## config.mk

```make
export PLATFORM = sky130hd
export DESIGN_NAME = marker_frame_deframer_flat
export DESIGN_NICKNAME = d
export VERILOG_FILES = /design/src/mfd_pkg.sv /design/src/mfd_if.sv /design/src/mfd_parser.sv /design/src/marker_frame_deframer.sv /design/src/flat_wrapper.sv
export VERILOG_INCLUDE_DIRS = /design/src /design/src/src
export SDC_FILE = /design/constraint.sdc
export NUM_CORES = 1
export LEC_CHECK = 0
export BUFFER_PORTS_ARGS = -buffer_cell sky130_fd_sc_hd__buf_2
export CORE_MARGIN = 2
export CORE_UTILIZATION = 45
export CTS_CLUSTER_DIAMETER = 100
export CTS_CLUSTER_SIZE = 16
export DETAILED_ROUTE_END_ITERATION = 10
export GPL_ROUTABILITY_DRIVEN = 1
export GPL_TIMING_DRIVEN = 0
export PLACE_DENSITY = 0.67
export SYNTH_ARGS = -nofsm -noshare
export SYNTH_HDL_FRONTEND = slang
export SYNTH_SLANG_ARGS = --single-unit
```

## constraint.sdc

```tcl
create_clock -name clk -period 2.4 [get_ports clk]
set_clock_uncertainty 0.05 [all_clocks]
set_input_delay 0.36 -clock clk [delete_from_list [all_inputs] [get_ports clk]]
set_output_delay 0.36 -clock clk [all_outputs]
set_load 0.02 [all_outputs]
```

## src/assert_macros.svh

```systemverilog
// Assertion macros shared by the deframer RTL.
// Each macro samples on clk; the reset-qualified forms expect rst_n in scope.
`ifndef ASSERT_MACROS_SVH
`define ASSERT_MACROS_SVH

`ifndef SYNTHESIS
// Check prop on every rising edge of clk outside reset.
`define ASSERT_CLK(label, prop, msg) \
  label: assert property (@(posedge clk) disable iff (!rst_n) prop) else $error(msg);
// Check prop on every rising edge of clk, reset included.
`define ASSERT_CLK_ALWAYS(label, prop, msg) \
  label: assert property (@(posedge clk) prop) else $error(msg);
`else
`define ASSERT_CLK(label, prop, msg)
`define ASSERT_CLK_ALWAYS(label, prop, msg)
`endif

`endif

```

## src/mfd_pkg.sv

```systemverilog
// Package for the marker frame deframer: parse phases, status codes, result type.
// No dependencies; used by the interfaces, the parser and the top level.
`timescale 1ns / 1ps

package mfd_pkg;

  localparam int unsigned BYTE_W = 8;
  localparam logic [BYTE_W-1:0] MARKER_RESET = 8'd62;

  typedef logic [BYTE_W-1:0] byte_t;

  typedef enum logic [2:0] {
    PH_IDLE    = 3'd0,
    PH_MARKER  = 3'd1,
    PH_ID      = 3'd2,
    PH_LEN     = 3'd3,
    PH_PAYLOAD = 3'd4,
    PH_CHECK   = 3'd5
  } phase_t;

  typedef enum logic [1:0] {
    ST_INCOMPLETE = 2'd0,
    ST_COMPLETE   = 2'd1,
    ST_ERROR      = 2'd2
  } status_t;

  typedef struct packed {
    status_t status;
    logic    payload_valid;
    byte_t   payload_byte;
    byte_t   payload_index;
    byte_t   frame_id;
    byte_t   frame_length;
  } res_t;

endpackage

```

## src/mfd_if.sv

```systemverilog
// Valid/ready channel interfaces for the deframer: byte input, result output,
// and the start-marker configuration write. Depends on mfd_pkg.
`timescale 1ns / 1ps

interface mfd_in_if import mfd_pkg::*; ();
  logic  valid;
  logic  ready;
  byte_t in_byte;

  modport source (output valid, output in_byte, input ready);
  modport sink   (input valid, input in_byte, output ready);
endinterface

interface mfd_out_if import mfd_pkg::*; ();
  logic    valid;
  logic    ready;
  logic [1:0] status;
  logic    payload_valid;
  byte_t   payload_byte;
  byte_t   payload_index;
  byte_t   frame_id;
  byte_t   frame_length;

  modport source (output valid, output status, output payload_valid, output payload_byte,
                  output payload_index, output frame_id, output frame_length, input ready);
  modport sink   (input valid, input status, input payload_valid, input payload_byte,
                  input payload_index, input frame_id, input frame_length, output ready);
endinterface

interface mfd_cfg_if import mfd_pkg::*; ();
  logic  valid;
  logic  ready;
  byte_t start_marker;

  modport source (output valid, output start_marker, input ready);
  modport sink   (input valid, input start_marker, output ready);
endinterface

```

## src/mfd_parser.sv

```systemverilog
// Frame parser state machine: holds phase, id, length, payload count and running sum,
// and produces the result of one byte per step. Depends on mfd_pkg and assert_macros.svh.
`timescale 1ns / 1ps
`include "assert_macros.svh"

module mfd_parser import mfd_pkg::*; (
  input  logic  clk,
  input  logic  rst_n,
  input  logic  step,
  input  byte_t in_byte,
  input  byte_t start_marker,
  output res_t  res
);

  phase_t phase_r, phase_nxt;
  byte_t  id_r, id_nxt;
  byte_t  len_r, len_nxt;
  byte_t  cnt_r, cnt_nxt;
  byte_t  sum_r, sum_nxt;
  byte_t  hdr_sum;

  always_ff @(posedge clk) begin
    if (!rst_n) begin
      phase_r <= PH_IDLE;
      id_r    <= '0;
      len_r   <= '0;
      cnt_r   <= '0;
      sum_r   <= '0;
    end else if (step) begin
      phase_r <= phase_nxt;
      id_r    <= id_nxt;
      len_r   <= len_nxt;
      cnt_r   <= cnt_nxt;
      sum_r   <= sum_nxt;
    end
  end

  assign hdr_sum = id_r + len_r;

  always_comb begin
    phase_nxt         = phase_r;
    id_nxt            = id_r;
    len_nxt           = len_r;
    cnt_nxt           = cnt_r;
    sum_nxt           = sum_r;
    res.status        = ST_INCOMPLETE;
    res.payload_valid = 1'b0;
    res.payload_byte  = '0;
    res.payload_index = '0;
    unique case (phase_r)
      PH_IDLE: begin
        if (in_byte == start_marker) begin
          // restart index and sum at every marker
          phase_nxt = PH_MARKER;
          cnt_nxt   = '0;
          sum_nxt   = '0;
        end else begin
          phase_nxt  = PH_IDLE;
          len_nxt    = '0;
          cnt_nxt    = '0;
          res.status = ST_ERROR;
        end
      end
      PH_MARKER: begin
        id_nxt    = in_byte;
        phase_nxt = PH_ID;
      end
      PH_ID: begin
        len_nxt   = in_byte;
        phase_nxt = PH_LEN;
      end
      PH_LEN: begin
        if (in_byte == hdr_sum) begin
          // empty payload goes straight to the sum check
          phase_nxt = (len_r == '0) ? PH_CHECK : PH_PAYLOAD;
        end else begin
          phase_nxt  = PH_IDLE;
          len_nxt    = '0;
          cnt_nxt    = '0;
          res.status = ST_ERROR;
        end
      end
      PH_PAYLOAD: begin
        res.payload_valid = 1'b1;
        res.payload_byte  = in_byte;
        res.payload_index = cnt_r;
        sum_nxt           = sum_r + in_byte;
        cnt_nxt           = cnt_r + 8'd1;
        if (cnt_nxt == len_r) begin
          phase_nxt = PH_CHECK;
        end
      end
      PH_CHECK: begin
        if (in_byte == sum_r) begin
          phase_nxt  = PH_IDLE;
          res.status = ST_COMPLETE;
        end else begin
          phase_nxt  = PH_IDLE;
          len_nxt    = '0;
          cnt_nxt    = '0;
          res.status = ST_ERROR;
        end
      end
      default: begin
        phase_nxt  = PH_IDLE;
        len_nxt    = '0;
        cnt_nxt    = '0;
        res.status = ST_ERROR;
      end
    endcase
    res.frame_id     = id_nxt;
    res.frame_length = len_nxt;
  end

  `ASSERT_CLK(a_payload_len_nonzero, (phase_r == PH_PAYLOAD) |-> (len_r != '0),
              "payload phase entered with zero length")
  `ASSERT_CLK(a_payload_cnt_bound, (phase_r == PH_PAYLOAD) |-> (cnt_r < len_r),
              "payload count reached declared length inside payload phase")
  `ASSERT_CLK(a_complete_to_idle, (step && res.status == ST_COMPLETE) |=> (phase_r == PH_IDLE),
              "parser not idle after complete frame")
  `ASSERT_CLK(a_error_clears, (step && res.status == ST_ERROR) |=>
              (phase_r == PH_IDLE && len_r == '0 && cnt_r == '0),
              "parser not cleared after error")

endmodule

```

## src/marker_frame_deframer.sv

```systemverilog
// Marker frame deframer top level: byte input register, parser, result register,
// start-marker configuration register. Depends on mfd_pkg, mfd_if and mfd_parser.
//
// Usage:
//   in_ch  takes one received byte per transaction (valid/ready).
//   out_ch gives one result per byte: status (0 incomplete, 1 frame complete,
//          2 error), the payload byte with its index when the byte was payload,
//          and the current frame id and length.
//   cfg_ch writes the start marker byte; it is always ready. Write it only while
//          no byte is in flight.
// Path: a byte accepted into the input register steps the parser from there, and its
// result is loaded into the result register, which offers it on out_ch.
// Throughput: one byte per cycle while out_ch is not held; the parser state is one small update per byte.
// Reset (rst_n low, synchronous): parser idle, id/length/count/sum zero,
// start marker 62 ('>'), both pipeline registers empty.
// Stall: while out_ch is held, the result register and the input register hold,
// so up to two bytes are buffered; in_ch ready drops only when both are full.
`timescale 1ns / 1ps

module marker_frame_deframer import mfd_pkg::*; (
  input  logic         clk,
  input  logic         rst_n,
  mfd_in_if.sink       in_ch,
  mfd_out_if.source    out_ch,
  mfd_cfg_if.sink      cfg_ch
);

  byte_t start_marker_r;
  logic  s1_valid_r, s1_valid_nxt;
  byte_t s1_byte_r;
  logic  out_valid_r, out_valid_nxt;
  res_t  out_res_r;
  res_t  step_res;
  logic  out_take;
  logic  step;
  logic  in_take;

  // result register can load when empty or drained this cycle
  assign out_take = !out_valid_r || out_ch.ready;
  assign step     = s1_valid_r && out_take;
  assign in_take  = in_ch.valid && in_ch.ready;

  assign in_ch.ready  = !s1_valid_r || out_take;
  assign cfg_ch.ready = 1'b1;

  always_comb begin
    s1_valid_nxt = s1_valid_r;
    if (in_ch.ready) begin
      s1_valid_nxt = in_ch.valid;
    end
    out_valid_nxt = out_valid_r;
    if (out_take) begin
      out_valid_nxt = s1_valid_r;
    end
  end

  always_ff @(posedge clk) begin
    if (!rst_n) begin
      start_marker_r <= MARKER_RESET;
      s1_valid_r     <= 1'b0;
      out_valid_r    <= 1'b0;
    end else begin
      if (cfg_ch.valid) begin
        start_marker_r <= cfg_ch.start_marker;
      end
      s1_valid_r  <= s1_valid_nxt;
      out_valid_r <= out_valid_nxt;
    end
  end

  always_ff @(posedge clk) begin
    if (in_take) begin
      s1_byte_r <= in_ch.in_byte;
    end
    if (step) begin
      out_res_r <= step_res;
    end
  end

  mfd_parser u_parser (
    .clk          (clk),
    .rst_n        (rst_n),
    .step         (step),
    .in_byte      (s1_byte_r),
    .start_marker (start_marker_r),
    .res          (step_res)
  );

  assign out_ch.valid         = out_valid_r;
  assign out_ch.status        = out_res_r.status;
  assign out_ch.payload_valid = out_res_r.payload_valid;
  assign out_ch.payload_byte  = out_res_r.payload_byte;
  assign out_ch.payload_index = out_res_r.payload_index;
  assign out_ch.frame_id      = out_res_r.frame_id;
  assign out_ch.frame_length  = out_res_r.frame_length;

endmodule
```

## src/flat_wrapper.sv

```systemverilog
// flat-port wrapper written by rule: the top's interface ports become plain ports
module marker_frame_deframer_flat import mfd_pkg::*;
  (clk, rst_n, in_ch_valid, in_ch_in_byte, in_ch_ready, out_ch_valid, out_ch_status, out_ch_payload_valid, out_ch_payload_byte, out_ch_payload_index, out_ch_frame_id, out_ch_frame_length, out_ch_ready, cfg_ch_valid, cfg_ch_start_marker, cfg_ch_ready);
  mfd_in_if in_ch_i ();
  mfd_out_if out_ch_i ();
  mfd_cfg_if cfg_ch_i ();
  input  logic clk;
  input  logic rst_n;
  input wire logic [$bits(in_ch_i.valid)-1:0] in_ch_valid;
  input wire logic [$bits(in_ch_i.in_byte)-1:0] in_ch_in_byte;
  output wire logic [$bits(in_ch_i.ready)-1:0] in_ch_ready;
  output wire logic [$bits(out_ch_i.valid)-1:0] out_ch_valid;
  output wire logic [$bits(out_ch_i.status)-1:0] out_ch_status;
  output wire logic [$bits(out_ch_i.payload_valid)-1:0] out_ch_payload_valid;
  output wire logic [$bits(out_ch_i.payload_byte)-1:0] out_ch_payload_byte;
  output wire logic [$bits(out_ch_i.payload_index)-1:0] out_ch_payload_index;
  output wire logic [$bits(out_ch_i.frame_id)-1:0] out_ch_frame_id;
  output wire logic [$bits(out_ch_i.frame_length)-1:0] out_ch_frame_length;
  input wire logic [$bits(out_ch_i.ready)-1:0] out_ch_ready;
  input wire logic [$bits(cfg_ch_i.valid)-1:0] cfg_ch_valid;
  input wire logic [$bits(cfg_ch_i.start_marker)-1:0] cfg_ch_start_marker;
  output wire logic [$bits(cfg_ch_i.ready)-1:0] cfg_ch_ready;
  assign in_ch_i.valid = in_ch_valid;
  assign in_ch_i.in_byte = in_ch_in_byte;
  assign in_ch_ready = in_ch_i.ready;
  assign out_ch_valid = out_ch_i.valid;
  assign out_ch_status = out_ch_i.status;
  assign out_ch_payload_valid = out_ch_i.payload_valid;
  assign out_ch_payload_byte = out_ch_i.payload_byte;
  assign out_ch_payload_index = out_ch_i.payload_index;
  assign out_ch_frame_id = out_ch_i.frame_id;
  assign out_ch_frame_length = out_ch_i.frame_length;
  assign out_ch_i.ready = out_ch_ready;
  assign cfg_ch_i.valid = cfg_ch_valid;
  assign cfg_ch_i.start_marker = cfg_ch_start_marker;
  assign cfg_ch_ready = cfg_ch_i.ready;
  marker_frame_deframer u_core (.clk(clk), .rst_n(rst_n), .in_ch(in_ch_i), .out_ch(out_ch_i), .cfg_ch(cfg_ch_i));
endmodule
```

==> flow_results.xml, run 1 <==
<?xml version="1.0" encoding="UTF-8"?>
<metrics>
  <group name="outcome">
    <metric name="outcome" unit="">complete, but fails checks</metric>
    <metric name="failed_checks" unit="">setup timing</metric>
  </group>
  <group name="logic_synthesis">
    <metric name="synthDominantCellAreaShare" unit="%">29.0</metric>
    <metric name="portion_of_the_post_synthesis_area_used_by_sequential_elements" unit="%">49.2</metric>
    <metric name="synthDominantAreaCellType" unit="">edfxtp_1</metric>
    <metric name="postSynth.asyncResetShare" unit="%">0</metric>
    <metric name="syn_area" unit="um^2">4460</metric>
    <metric name="avgSynthCellArea" unit="um^2">10.8</metric>
    <metric name="ys_top_cells_by_area" unit="">edfxtp_1 (29%), dfxtp_1 (20%), ha_1 (4.2%)</metric>
    <metric name="synthFlopType" unit="">dfxtp_1</metric>
    <metric name="synth_cell_types" unit="">59</metric>
    <metric name="synth.most_common_cell" unit="">dfxtp_1</metric>
    <metric name="synth_enable_flop_cells" unit="">43</metric>
    <metric name="syn_nets" unit="">449</metric>
    <metric name="ys.warnings.count" unit="">0</metric>
    <metric name="synth_cells" unit="">411</metric>
    <metric name="synthTopCellsByCount" unit="">dfxtp_1 (45), edfxtp_1 (43), nand2_1 (42)</metric>
    <metric name="ys_seq_elements" unit="">88</metric>
  </group>
  <group name="global_routing">
    <metric name="grt.met3_usage" unit="%">3.52</metric>
    <metric name="use_met2" unit="%">32.6</metric>
    <metric name="gr-usage-met1" unit="%">26.6</metric>
    <metric name="grt_first_pass_wirelength" unit="um">17000</metric>
    <metric name="globalRoute.totalOverflow" unit="">0</metric>
    <metric name="grt_antenna_before_repair" unit="">0</metric>
    <metric name="grt_pass1_vias" unit="">3292</metric>
    <metric name="globalRouteTotalUtil" unit="%">20.1</metric>
    <metric name="maximum_number_of_pins_on_one_net_before_global_route_repair" unit="">45</metric>
    <metric name="busiest_layer" unit="">met2</metric>
  </group>
  <group name="floorplan">
    <metric name="die_h" unit="um">104</metric>
    <metric name="floorplan.die.width" unit="um">104</metric>
    <metric name="core_area" unit="um^2">9680</metric>
    <metric name="pin_count" unit="">59</metric>
    <metric name="initial_core_utilization" unit="%">46.0</metric>
    <metric name="num_rows" unit="">36</metric>
    <metric name="dieArea" unit="um^2">10700</metric>
  </group>
  <group name="clock_network">
    <metric name="cts_sink_cnt" unit="">88</metric>
    <metric name="cts-root-to-sink-buffers" unit="">2</metric>
    <metric name="root_buffer" unit="">clkbuf_8</metric>
    <metric name="cts.hold.buffers_added" unit="">0</metric>
    <metric name="clock_insertion_delay_worst_skew" unit="ns">0.37</metric>
    <metric name="clock_tree.htree_level_count" unit="">3</metric>
    <metric name="tritoncts" unit="">done</metric>
    <metric name="clkSlewWorstSetupHoldPaths" unit="ns">0.09</metric>
    <metric name="cts_made_buffers" unit="">9</metric>
  </group>
  <group name="placement">
    <metric name="gp_congestion" unit="">0.890</metric>
    <metric name="detailedPlacementHpwl" unit="um">7120</metric>
    <metric name="pre_cts_ws" unit="ns">-0.394</metric>
    <metric name="placement.cell_area" unit="um^2">4940</metric>
    <metric name="numPlacedInstances" unit="">600</metric>
    <metric name="port-buffer-count" unit="">56</metric>
  </group>
  <group name="routing">
    <metric name="vias" unit="">3491</metric>
    <metric name="drt_iter0_markers" unit="">251</metric>
    <metric name="wire_per_inst" unit="um">17.0</metric>
    <metric name="drc_violations_left" unit="">0</metric>
    <metric name="drt.antenna.violating_nets" unit="">0</metric>
    <metric name="wirelength" unit="um">10800</metric>
    <metric name="route.detailed.vias_per_inst" unit="">5.47</metric>
    <metric name="drt_pass1_iterations" unit="">4</metric>
  </group>
  <group name="critical_path">
    <metric name="timing.critical_path.from_type" unit="">register</metric>
    <metric name="cp_cell_sequence" unit="">ha_4 -&gt; buf_6 -&gt; a211oi_2 -&gt; buf_4 -&gt; o21bai_4 -&gt; o22ai_2 -&gt; xnor2_2 -&gt; nor4_4 -&gt; or3_1 -&gt; buf_6 -&gt; a22o_1</metric>
    <metric name="crit_fanout" unit="">8</metric>
    <metric name="delay_of_the_slowest_cell_on_the_worst_path" unit="ns">0.36</metric>
    <metric name="crit_type" unit="">register to register</metric>
    <metric name="end_kind" unit="">register</metric>
    <metric name="crit_required" unit="ns">2.47</metric>
    <metric name="worstPathArrival" unit="ns">2.59</metric>
    <metric name="cp.buffers_inverters" unit="">3</metric>
    <metric name="most_frequent_cp_cell" unit="">buf_6</metric>
    <metric name="timing.critical_path.max_delay_family" unit="">compound AO/OA/AOI/OAI gates</metric>
    <metric name="critPathSlowestCell" unit="">dfxtp_4</metric>
  </group>
  <group name="layout">
    <metric name="drive_above_1_share" unit="%">30.7</metric>
    <metric name="area_growth" unit="%">25.5</metric>
    <metric name="postLayoutCoreUtil" unit="%">57.7</metric>
    <metric name="final_net_count" unit="">538</metric>
    <metric name="summed_area_of_non_filler_cells_in_the_final_layout" unit="um^2">5590</metric>
    <metric name="nFillCells" unit="">816</metric>
    <metric name="n_antenna_cell" unit="">0</metric>
    <metric name="final_cell_count_no_fill" unit="">638</metric>
  </group>
  <group name="power">
    <metric name="p_leak" unit="nW">2.28</metric>
    <metric name="power.switching" unit="uW">790</metric>
    <metric name="netSwitchingFraction" unit="%">23.6</metric>
    <metric name="share_of_power_burned_in_combinational_logic" unit="%">10.7</metric>
    <metric name="p_int" unit="mW">2.56</metric>
    <metric name="seqPwrFrac" unit="%">49.3</metric>
    <metric name="power.total" unit="mW">3.35</metric>
    <metric name="relative_contribution_of_the_clock_network_to_total_power" unit="%">40.0</metric>
    <metric name="ir_worst_vdd" unit="uV">401</metric>
    <metric name="power_density" unit="nW/um^2">599</metric>
  </group>
  <group name="timing">
    <metric name="timing.final.hold_violations" unit="">0</metric>
    <metric name="setup_failing_eps_final" unit="">17</metric>
    <metric name="worst_slew_pin_slew" unit="ns">0.779</metric>
    <metric name="postLayoutSetupSlackWorst" unit="ns">-0.117</metric>
    <metric name="tns" unit="ns">-1.19</metric>
    <metric name="finalCritPeriodShare" unit="%">105</metric>
    <metric name="slew_violations" unit="">0</metric>
    <metric name="slew_headroom" unit="%">47.9</metric>
    <metric name="rsz_0062_raised_after_global_routing" unit="">true</metric>
    <metric name="maxClockFrequency" unit="MHz">397</metric>
    <metric name="hold_ws" unit="ns">0.111</metric>
    <metric name="final_period_minus_worst_setup_slack" unit="ns">2.52</metric>
  </group>
  <group name="worst_hold_path">
    <metric name="worst_hold_check_path_type" unit="">input port to register</metric>
  </group>
  <group name="flow_run">
    <metric name="maxCapViolations" unit="">0</metric>
  </group>
</metrics>
## metal layers
metal	share of wire, %	up-vias
li1	-	1696
met1	44	1675
met2	48	99
met3	5.2	21
met4	2.7	0
met5	0	-
## worst paths after layout
kind / startpoint / end / slack, ns / depth (start not counted)
setup reg to reg: u_core.u_parser.len_r[0] / u_core.out_ch.frame_length[7] / -0.12 / 11
hold reg to reg: u_core.u_parser.sum_r[3] / u_core.u_parser.sum_r[3] / 0.42 / 2
setup / recovery: u_core.u_parser.len_r[0] / u_core.out_ch.frame_length[7] / -0.12 / 11
hold / removal: in_ch_in_byte[1] / u_core.s1_byte_r[1] / 0.11 / 1
## cell usage in the layout (no fill, tap or decap), types with 11 or more instances in the layout
| cell | n |
|---|---|
| buf_4 | 21 |
| edfxtp_1 | 43 |
| nand2_1 | 39 |
| mux2i_1 | 12 |
| and3_1 | 18 |
| a21oi_1 | 12 |
| clkbuf_1 | 14 |
| dfxtp_1 | 34 |
| nor2_1 | 14 |
| buf_2 | 56 |
| a21boi_0 | 11 |
| xor2_1 | 18 |
| xnor2_1 | 15 |
| a22o_1 | 16 |
## power groups by stage
stage          registers (mW)  clock network [mW]  logic (mW)
2_1_floorplan            1.73                   0       0.180
3_3_place_gp             1.71                   0       0.297
3_5_place_dp             1.71                   0       0.304
4_1_cts                  1.66                1.36       0.330
5_1_grt                  1.66                1.42       0.389
6_report                 1.65                1.34       0.359
## kinds of logic after synthesis
| logic type | synth area share (%) |
|---|---|
| compound gates | 14.5 |
| mux | 4.72 |
| buf+inv | 2.44 |
| flops | 49.2 |
| simple gates | 16.5 |
| other cells | 0.0842 |
| xor+xnor | 7.44 |
| fa+ha+maj | 5.11 |
## what timing repair did
| action | in CTS | in global routing |
|---|---|---|
| gates cloned | 0 | 0 |
| pin swaps | 22 | 15 |
| gates resized for setup | 24 | 29 |
| buffers inserted | 13 | 9 |
| endpoints found under the setup margin | 29 | 52 |
## flip-flops by register name, indices dropped and copies added, names as in the netlist
| signal | count |
|---|---|
| u_core.out_ch.frame_id | 8 |
| u_core.out_ch.frame_length | 8 |
| u_core.out_ch.payload_byte | 8 |
| u_core.out_ch.payload_index | 8 |
| u_core.out_ch.payload_valid | 1 |
| u_core.out_ch.status | 2 |
| u_core.out_ch.valid | 1 |
| u_core.s1_byte_r | 8 |
| u_core.s1_valid_r | 1 |
| u_core.start_marker_r | 8 |
| u_core.u_parser.cnt_r | 8 |
| u_core.u_parser.id_r | 8 |
| u_core.u_parser.len_r | 8 |
| u_core.u_parser.phase_r | 3 |
| u_core.u_parser.sum_r | 8 |
## worst register-to-register path, stage by stage, from the launching register on
cell and delay, ns:
dfxtp_4 0.36, ha_4 0.16, buf_6 0.11, a211oi_2 0.24
buf_4 0.16, o21bai_4 0.07, o22ai_2 0.18, xnor2_2 0.17
nor4_4 0.08, or3_1 0.33, buf_6 0.15, a22o_1 0.22
## layout make-up
cell class	count	area [um^2]	area share, %
Buffer	20	93.8	1.68
Sequential cell	88	2220	39.7
Clock inverter	7	144	2.57
Inverter	5	18.8	0.336
Timing Repair Buffer	78	457	8.17
Tap cell	133	166	2.98
Multi-Input combinational cell	298	2370	42.3
Clock buffer	9	124	2.22
No activity file was read; power rests on OpenSTA's default activity.
==> run 2, diff against run 1 <==
==> constraint.sdc (replaced) <==
create_clock -name clk -period 2.1 [get_ports clk]
set_clock_uncertainty 0.05 [all_clocks]
set_input_delay 0.315 -clock clk [delete_from_list [all_inputs] [get_ports clk]]
set_output_delay 0.315 -clock clk [all_outputs]
set_load 0.02 [all_outputs]
==> run 2 against run 1 <==
  * The run still ends with setup timing left
  * Die area stayed put
  * Maximum frequency is 0.99% lower
  * Routed wire length grew 1.4%
  * Critical path depth decreased by 1
  * Clock power down 13%
  * Register-to-register slack got worse by 0.33 ns
  * Non-clock buffer count is 19 higher
  * Cell area is 4.6% higher
  * Total power up 4.6%
  * Highest routed layer unchanged
==> flow_results.xml, run 2 (synthesized netlist as in run 1, its figures left out) <==
<?xml version="1.0" encoding="UTF-8"?>
<metrics>
  <group name="critical_path">
    <metric name="crit_required" unit="ns">2.19</metric>
    <metric name="worstPathArrival" unit="ns">2.63</metric>
    <metric name="critPathSlowestCell" unit="">fa_2</metric>
    <metric name="delay_of_the_slowest_cell_on_the_worst_path" unit="ns">0.42</metric>
    <metric name="setup.worst_path.start" unit="">u_core.u_parser.len_r[0]</metric>
    <metric name="cp.buffers_inverters" unit="">1</metric>
    <metric name="crit_type" unit="">register to register</metric>
    <metric name="crit_fanout" unit="">8</metric>
    <metric name="critical_path.reg2reg.startpoint" unit="">u_core.u_parser.len_r[0]</metric>
    <metric name="end_kind" unit="">register</metric>
    <metric name="cp_cell_sequence" unit="">ha_4 -&gt; fa_2 -&gt; nand3_2 -&gt; nand2_2 -&gt; a31oi_4 -&gt; xnor2_2 -&gt; nor4_4 -&gt; or3_1 -&gt; buf_6 -&gt; a22o_1</metric>
    <metric name="timing.critical_path.max_delay_family" unit="">simple AND/OR/NAND/NOR gates</metric>
    <metric name="timing.critical_path.from_type" unit="">register</metric>
  </group>
  <group name="timing">
    <metric name="tns" unit="ns">-9.13</metric>
    <metric name="timing.final.hold_violations" unit="">0</metric>
    <metric name="finalCritPeriodShare" unit="%">121</metric>
    <metric name="final_period_minus_worst_setup_slack" unit="ns">2.54</metric>
    <metric name="postLayoutSetupSlackWorst" unit="ns">-0.442</metric>
    <metric name="slew_violations" unit="">0</metric>
    <metric name="maxClockFrequency" unit="MHz">393</metric>
    <metric name="slew_headroom" unit="%">61.6</metric>
    <metric name="rsz_0062_raised_after_global_routing" unit="">true</metric>
    <metric name="worst_slew_pin_slew" unit="ns">0.576</metric>
    <metric name="setup_failing_eps_final" unit="">29</metric>
  </group>
  <group name="power">
    <metric name="power_density" unit="nW/um^2">599</metric>
    <metric name="ir_worst_vdd" unit="uV">383</metric>
    <metric name="p_leak" unit="nW">2.37</metric>
  </group>
  <group name="floorplan">
    <metric name="die_h" unit="um">104</metric>
    <metric name="core_area" unit="um^2">9680</metric>
    <metric name="dieArea" unit="um^2">10700</metric>
    <metric name="num_rows" unit="">36</metric>
    <metric name="pin_count" unit="">59</metric>
    <metric name="floorplan.die.width" unit="um">104</metric>
    <metric name="initial_core_utilization" unit="%">46.0</metric>
  </group>
  <group name="global_routing">
    <metric name="grt_pass1_vias" unit="">3337</metric>
    <metric name="grt_antenna_before_repair" unit="">0</metric>
    <metric name="grt_first_pass_wirelength" unit="um">17000</metric>
    <metric name="globalRoute.totalOverflow" unit="">0</metric>
    <metric name="maximum_number_of_pins_on_one_net_before_global_route_repair" unit="">45</metric>
    <metric name="globalRouteTotalUtil" unit="%">20.2</metric>
  </group>
  <group name="routing">
    <metric name="drc_violations_left" unit="">0</metric>
    <metric name="route.detailed.vias_per_inst" unit="">5.42</metric>
    <metric name="wire_per_inst" unit="um">16.7</metric>
    <metric name="drt_pass1_iterations" unit="">5</metric>
    <metric name="vias" unit="">3561</metric>
    <metric name="drt_iter0_markers" unit="">174</metric>
    <metric name="drt.antenna.violating_nets" unit="">0</metric>
    <metric name="wirelength" unit="um">11000</metric>
  </group>
  <group name="outcome">
    <metric name="failed_checks" unit="">setup timing</metric>
    <metric name="outcome" unit="">complete, but fails checks</metric>
  </group>
  <group name="placement">
    <metric name="detailedPlacementHpwl" unit="um">7030</metric>
    <metric name="numPlacedInstances" unit="">600</metric>
    <metric name="gp_congestion" unit="">0.914</metric>
    <metric name="port-buffer-count" unit="">56</metric>
  </group>
  <group name="clock_network">
    <metric name="cts-root-to-sink-buffers" unit="">2</metric>
    <metric name="clock_insertion_delay_worst_skew" unit="ns">0.38</metric>
    <metric name="clock_tree.htree_level_count" unit="">3</metric>
    <metric name="tritoncts" unit="">done</metric>
    <metric name="cts_sink_cnt" unit="">88</metric>
    <metric name="cts_made_buffers" unit="">9</metric>
    <metric name="clkSlewWorstSetupHoldPaths" unit="ns">0.09</metric>
    <metric name="cts.hold.buffers_added" unit="">0</metric>
    <metric name="root_buffer" unit="">clkbuf_8</metric>
  </group>
  <group name="worst_hold_path">
    <metric name="worst_hold_check_path_type" unit="">input port to register</metric>
    <metric name="timing.hold.worst.start" unit="">in_ch_in_byte[7]</metric>
  </group>
  <group name="layout">
    <metric name="layout.cells.most_common_list" unit="">buf_2 (56), edfxtp_1 (43), nand2_1 (38)</metric>
    <metric name="n_antenna_cell" unit="">0</metric>
    <metric name="drive_above_1_share" unit="%">38.5</metric>
    <metric name="mostFrequentLayoutCell" unit="">buf_2</metric>
    <metric name="area_growth" unit="%">31.2</metric>
    <metric name="final_cell_count_no_fill" unit="">657</metric>
    <metric name="final_net_count" unit="">557</metric>
  </group>
  <group name="flow_run">
    <metric name="maxCapViolations" unit="">0</metric>
  </group>
</metrics>
-- run 2: worst reg2reg max path: cells and delay by family, from the launching register on --
kind	cells	cell delay, ns
AND/OR/NAND/NOR	4	0.61
buffers and inverters	1	0.15
adder cells (fa/ha/maj)	2	0.58
XOR/XNOR	1	0.18
AO/OA/AOI/OAI	2	0.40
flip-flops	1	0.36
-- run 2: metal layers --
metal,global-route usage (%),vias up,wire [um]
met1,26.5,1698,4940
met3,4.15,23,536
li1,-,1730,-
met5,0,-,0
met4,9.65,0,293
met2,32.0,110,5220
-- run 2: path summary, 6_finish.rpt --
check                                                endpoint  slack, ns  cells past startpoint
worst min-delay path                      u_core.s1_byte_r[7]       0.06                      1
worst max-delay path            u_core.out_ch.frame_length[6]      -0.44                     10
worst max register to register  u_core.out_ch.frame_length[6]      -0.44                     10
worst min register to register       u_core.u_parser.sum_r[2]       0.43                      2
-- run 2: layout make-up --
| cell class | instances | area, um^2 |
|---|---|---|
| multi-input combinational | 298 | 2510 |
| clock buffer | 9 | 124 |
| tap | 133 | 166 |
| inverter | 5 | 18.8 |
| clock inverter | 7 | 72.6 |
| timing repair buffer | 98 | 626 |
| fill | 774 | 3840 |
| sequential | 88 | 2230 |
| buffer | 19 | 98.8 |
-- run 2: per-stage QoR --
| stage | util, % | area [um^2] | hold WS [ns] | setup WS [ns] | power, mW |
|---|---|---|---|---|---|
| floorplan | - | 4510 | 0.364 | -0.399 | 2.18 |
| global placement | 51.2 | 4960 | 0.403 | -0.625 | 2.29 |
| detailed placement | 51.2 | 4960 | 0.416 | -0.639 | 2.30 |
| CTS | 57.5 | 5560 | 0.0444 | -0.416 | 3.50 |
| global route | 60.4 | 5850 | 0.0492 | -0.522 | 3.65 |
| finish | 60.4 | 5850 | 0.0563 | -0.442 | 3.50 |
-- run 2: what timing repair did --
action,CTS,global route
setup buffers,28,16
hold endpoints to repair,0,0
setup endpoints to repair,88,62
pin swaps,39,25
resized for setup,46,44
-- run 2: power breakdown --
group          internal (mW)  switching, mW  total, mW  leakage (nW)
registers               1.85         0.0378       1.89         0.785
logic                  0.180          0.265      0.445          1.49
clock network          0.548          0.619       1.17        0.0952
total                   2.58          0.922       3.50          2.37
==> run 3, diff against run 2 <==
--- a/config.mk
+++ b/config.mk
@@ -6,6 +6,7 @@
 export SDC_FILE = /design/constraint.sdc
 export NUM_CORES = 1
 export LEC_CHECK = 0
+export ABC_AREA = 1
 export BUFFER_PORTS_ARGS = -buffer_cell sky130_fd_sc_hd__buf_2
 export CORE_MARGIN = 2
 export CORE_UTILIZATION = 45
==> run 3 against run 2 <==
  * The run still ends with setup timing left
  * Sequential cell count stayed put
  * Worst setup slack improved by 0.27 ns
  * Critical endpoint is now u_core.out_ch.status[1]
  * Via count up 17%
  * Total power is 14% higher
  * Register-to-register slack better by 0.27 ns
  * Hold slack improved by 0.0051 ns
  * Global-route usage up 1.5 points
  * Highest routed layer unchanged
  * Sequential share of layout area rose by 1.2 points
  * Routed wire length increased by 7.6%
  * Count of clock-buffer cells in the layout up 1
==> flow_results.xml, run 3 <==
<?xml version="1.0" encoding="UTF-8"?>
<metrics>
  <group name="power">
    <metric name="p_leak" unit="nW">2.59</metric>
    <metric name="power_density" unit="nW/um^2">709</metric>
    <metric name="ir_worst_vdd" unit="uV">361</metric>
  </group>
  <group name="layout">
    <metric name="multi_input_area" unit="um^2">2250</metric>
    <metric name="summed_area_of_non_filler_cells_in_the_final_layout" unit="um^2">5610</metric>
    <metric name="postLayoutCoreUtil" unit="%">55.1</metric>
    <metric name="nFillCells" unit="">978</metric>
    <metric name="mostFrequentLayoutCell" unit="">nand2_1</metric>
    <metric name="n_antenna_cell" unit="">0</metric>
    <metric name="sequential_cell_area" unit="um^2">2200</metric>
    <metric name="layout.cells.most_common_list" unit="">nand2_1 (142), inv_1 (72), buf_2 (62)</metric>
    <metric name="area_growth" unit="%">20.6</metric>
    <metric name="drive_above_1_share" unit="%">24.1</metric>
    <metric name="final_net_count" unit="">704</metric>
  </group>
  <group name="placement">
    <metric name="port-buffer-count" unit="">57</metric>
    <metric name="detailedPlacementHpwl" unit="um">8310</metric>
    <metric name="placement.cell_area" unit="um^2">5110</metric>
    <metric name="gp_congestion" unit="">0.871</metric>
    <metric name="pre_cts_ws" unit="ns">-0.259</metric>
  </group>
  <group name="global_routing">
    <metric name="grt_pass1_vias" unit="">4004</metric>
    <metric name="globalRoute.totalOverflow" unit="">0</metric>
    <metric name="globalRouteTotalUtil" unit="%">21.7</metric>
    <metric name="maximum_number_of_pins_on_one_net_before_global_route_repair" unit="">45</metric>
    <metric name="grt_first_pass_wirelength" unit="um">18900</metric>
    <metric name="grt_antenna_before_repair" unit="">0</metric>
  </group>
  <group name="routing">
    <metric name="drt.antenna.violating_nets" unit="">0</metric>
    <metric name="drt_pass1_iterations" unit="">5</metric>
    <metric name="drt_iter0_markers" unit="">318</metric>
    <metric name="route.detailed.vias_per_inst" unit="">5.17</metric>
    <metric name="wire_per_inst" unit="um">14.6</metric>
    <metric name="wirelength" unit="um">11800</metric>
    <metric name="vias" unit="">4169</metric>
    <metric name="drc_violations_left" unit="">0</metric>
  </group>
  <group name="logic_synthesis">
    <metric name="synthFlopType" unit="">dfxtp_1</metric>
    <metric name="syn_area" unit="um^2">4650</metric>
    <metric name="synthDominantAreaCellType" unit="">edfxtp_1</metric>
    <metric name="portion_of_the_post_synthesis_area_used_by_sequential_elements" unit="%">47.1</metric>
    <metric name="ys.warnings.count" unit="">0</metric>
    <metric name="synth_cells" unit="">583</metric>
    <metric name="synth.most_common_cell" unit="">nand2_1</metric>
    <metric name="syn_nets" unit="">621</metric>
    <metric name="ys_top_cells_by_area" unit="">edfxtp_1 (28%), dfxtp_1 (19%), nand2_1 (13%)</metric>
    <metric name="synthDominantCellAreaShare" unit="%">27.8</metric>
    <metric name="ys_seq_elements" unit="">88</metric>
    <metric name="postSynth.asyncResetShare" unit="%">0</metric>
    <metric name="avgSynthCellArea" unit="um^2">7.98</metric>
    <metric name="synth_enable_flop_cells" unit="">43</metric>
    <metric name="synthTopCellsByCount" unit="">nand2_1 (157), inv_1 (72), nand3_1 (50), nor2_1 (49), dfxtp_1 (45)</metric>
    <metric name="synth_cell_types" unit="">41</metric>
  </group>
  <group name="timing">
    <metric name="setup_failing_eps_final" unit="">27</metric>
    <metric name="finalCritPeriodShare" unit="%">108</metric>
    <metric name="hold_ws" unit="ns">0.0614</metric>
    <metric name="worst_slew_pin_slew" unit="ns">1.05</metric>
    <metric name="maxClockFrequency" unit="MHz">440</metric>
    <metric name="slew_headroom" unit="%">30.1</metric>
    <metric name="postLayoutSetupSlackWorst" unit="ns">-0.174</metric>
    <metric name="final_period_minus_worst_setup_slack" unit="ns">2.27</metric>
    <metric name="timing.final.hold_violations" unit="">0</metric>
    <metric name="rsz_0062_raised_after_global_routing" unit="">true</metric>
    <metric name="slew_violations" unit="">0</metric>
  </group>
  <group name="critical_path">
    <metric name="worstPathArrival" unit="ns">2.34</metric>
    <metric name="end_kind" unit="">register</metric>
    <metric name="crit_required" unit="ns">2.16</metric>
    <metric name="crit_fanout" unit="">3</metric>
    <metric name="timing.critical_path.from_type" unit="">register</metric>
    <metric name="crit_type" unit="">register to register</metric>
  </group>
  <group name="floorplan">
    <metric name="num_rows" unit="">37</metric>
    <metric name="initial_core_utilization" unit="%">45.7</metric>
    <metric name="pin_count" unit="">59</metric>
    <metric name="die_h" unit="um">106</metric>
    <metric name="core_area" unit="um^2">10200</metric>
    <metric name="floorplan.die.width" unit="um">106</metric>
    <metric name="dieArea" unit="um^2">11200</metric>
  </group>
  <group name="clock_network">
    <metric name="cts-root-to-sink-buffers" unit="">2</metric>
    <metric name="root_buffer" unit="">clkbuf_8</metric>
    <metric name="cts.hold.buffers_added" unit="">0</metric>
    <metric name="clkSlewWorstSetupHoldPaths" unit="ns">0.09</metric>
    <metric name="clock_tree.htree_level_count" unit="">3</metric>
    <metric name="tritoncts" unit="">done</metric>
    <metric name="clock_insertion_delay_worst_skew" unit="ns">0.37</metric>
    <metric name="cts_sink_cnt" unit="">88</metric>
    <metric name="cts_made_buffers" unit="">9</metric>
  </group>
  <group name="worst_hold_path">
    <metric name="worst_hold_check_path_type" unit="">input port to register</metric>
  </group>
  <group name="outcome">
    <metric name="failed_checks" unit="">setup timing</metric>
    <metric name="outcome" unit="">complete, but fails checks</metric>
  </group>
  <group name="flow_run">
    <metric name="maxCapViolations" unit="">0</metric>
  </group>
</metrics>
==> run 3: changes by cell type after synthesis, sizes merged, moves of 13 or more <==
cell	previous run	this run
nor2	15	55
inv	4	80
a22o	16	0
a21oi	15	42
xor2	18	5
nand2	42	163
and3	18	0
o21ai	10	30
nand3	12	51
==> run 3: logic make-up after synthesis <==
logic type | share of synthesized area, %
AO/OA/AOI/OAI | 8.53
buffers and inverters | 7.91
XOR/XNOR | 2.64
flip-flops | 47.1
adder cells (fa/ha/maj) | 4.90
other | 0.0807
AND/OR/NAND/NOR | 28.8
==> run 3: final cells by class <==
| cell class | count | share of cell area (%) |
|---|---|---|
| buffer | 13 | 1.16 |
| clock buffer | 10 | 2.28 |
| clock inverter | 6 | 1.65 |
| inverter | 81 | 5.42 |
| multi-input combinational | 401 | 40.1 |
| sequential | 88 | 39.2 |
| tap | 136 | 3.03 |
| timing repair buffer | 72 | 7.12 |
==> run 3: power breakdown <==
group / internal [mW] / switching, mW / total, mW
registers: 1.90 / 0.0688 / 1.97
logic: 0.240 / 0.445 / 0.685
clock network: 0.677 / 0.646 / 1.32
total: 2.81 / 1.16 / 3.97
==> run 3: worst paths after layout <==
kind                            start                       end  slack [ns]  depth (start not counted)
min reg2reg  u_core.start_marker_r[7]  u_core.start_marker_r[7]        0.43                          2
min                  in_ch_in_byte[0]       u_core.s1_byte_r[0]        0.06                          1
max reg2reg   u_core.u_parser.id_r[0]   u_core.out_ch.status[1]       -0.17                         12
max           u_core.u_parser.id_r[0]   u_core.out_ch.status[1]       -0.17                         12
==> run 3: layer usage <==
metal | up-vias | part of all wire, % | track usage, %
met5 | - | 0 | 0
met4 | 0 | 3.2 | 8.93
met3 | 32 | 5.0 | 3.77
met2 | 144 | 50 | 37.2
met1 | 1933 | 42 | 27.0
li1 | 2060 | - | -
==> run 3: what timing repair did <==
action                                  CTS  global route
hold endpoints to repair                  0             0
gates cloned                              1             0
endpoints found under the setup margin   28            34
gates resized for setup                  20            26
buffers inserted                          6             8
pin swaps                                11            12
==> run 3: critical path, cell delays in order (launching register included) <==
cell     delay, ns
dfxtp_4       0.37
ha_4          0.16
fa_2          0.54
xnor2_1       0.11
nand2_1       0.08
nor2_2        0.09
nand2_2       0.07
nor2_4        0.12
buf_4         0.13
buf_6         0.08
nand3_2       0.07
nand2_2       0.08
nand3_2       0.08
==> run 3: metrics by stage <==
stage	TNS, ns	total power [mW]	cells
2_1_floorplan	0	2.44	583
3_3_place_gp	-4.84	2.60	776
3_5_place_dp	-5.92	2.62	776
4_1_cts	-4.73	3.95	799
5_1_grt	-6.52	4.14	807
6_report	-3.41	3.97	807
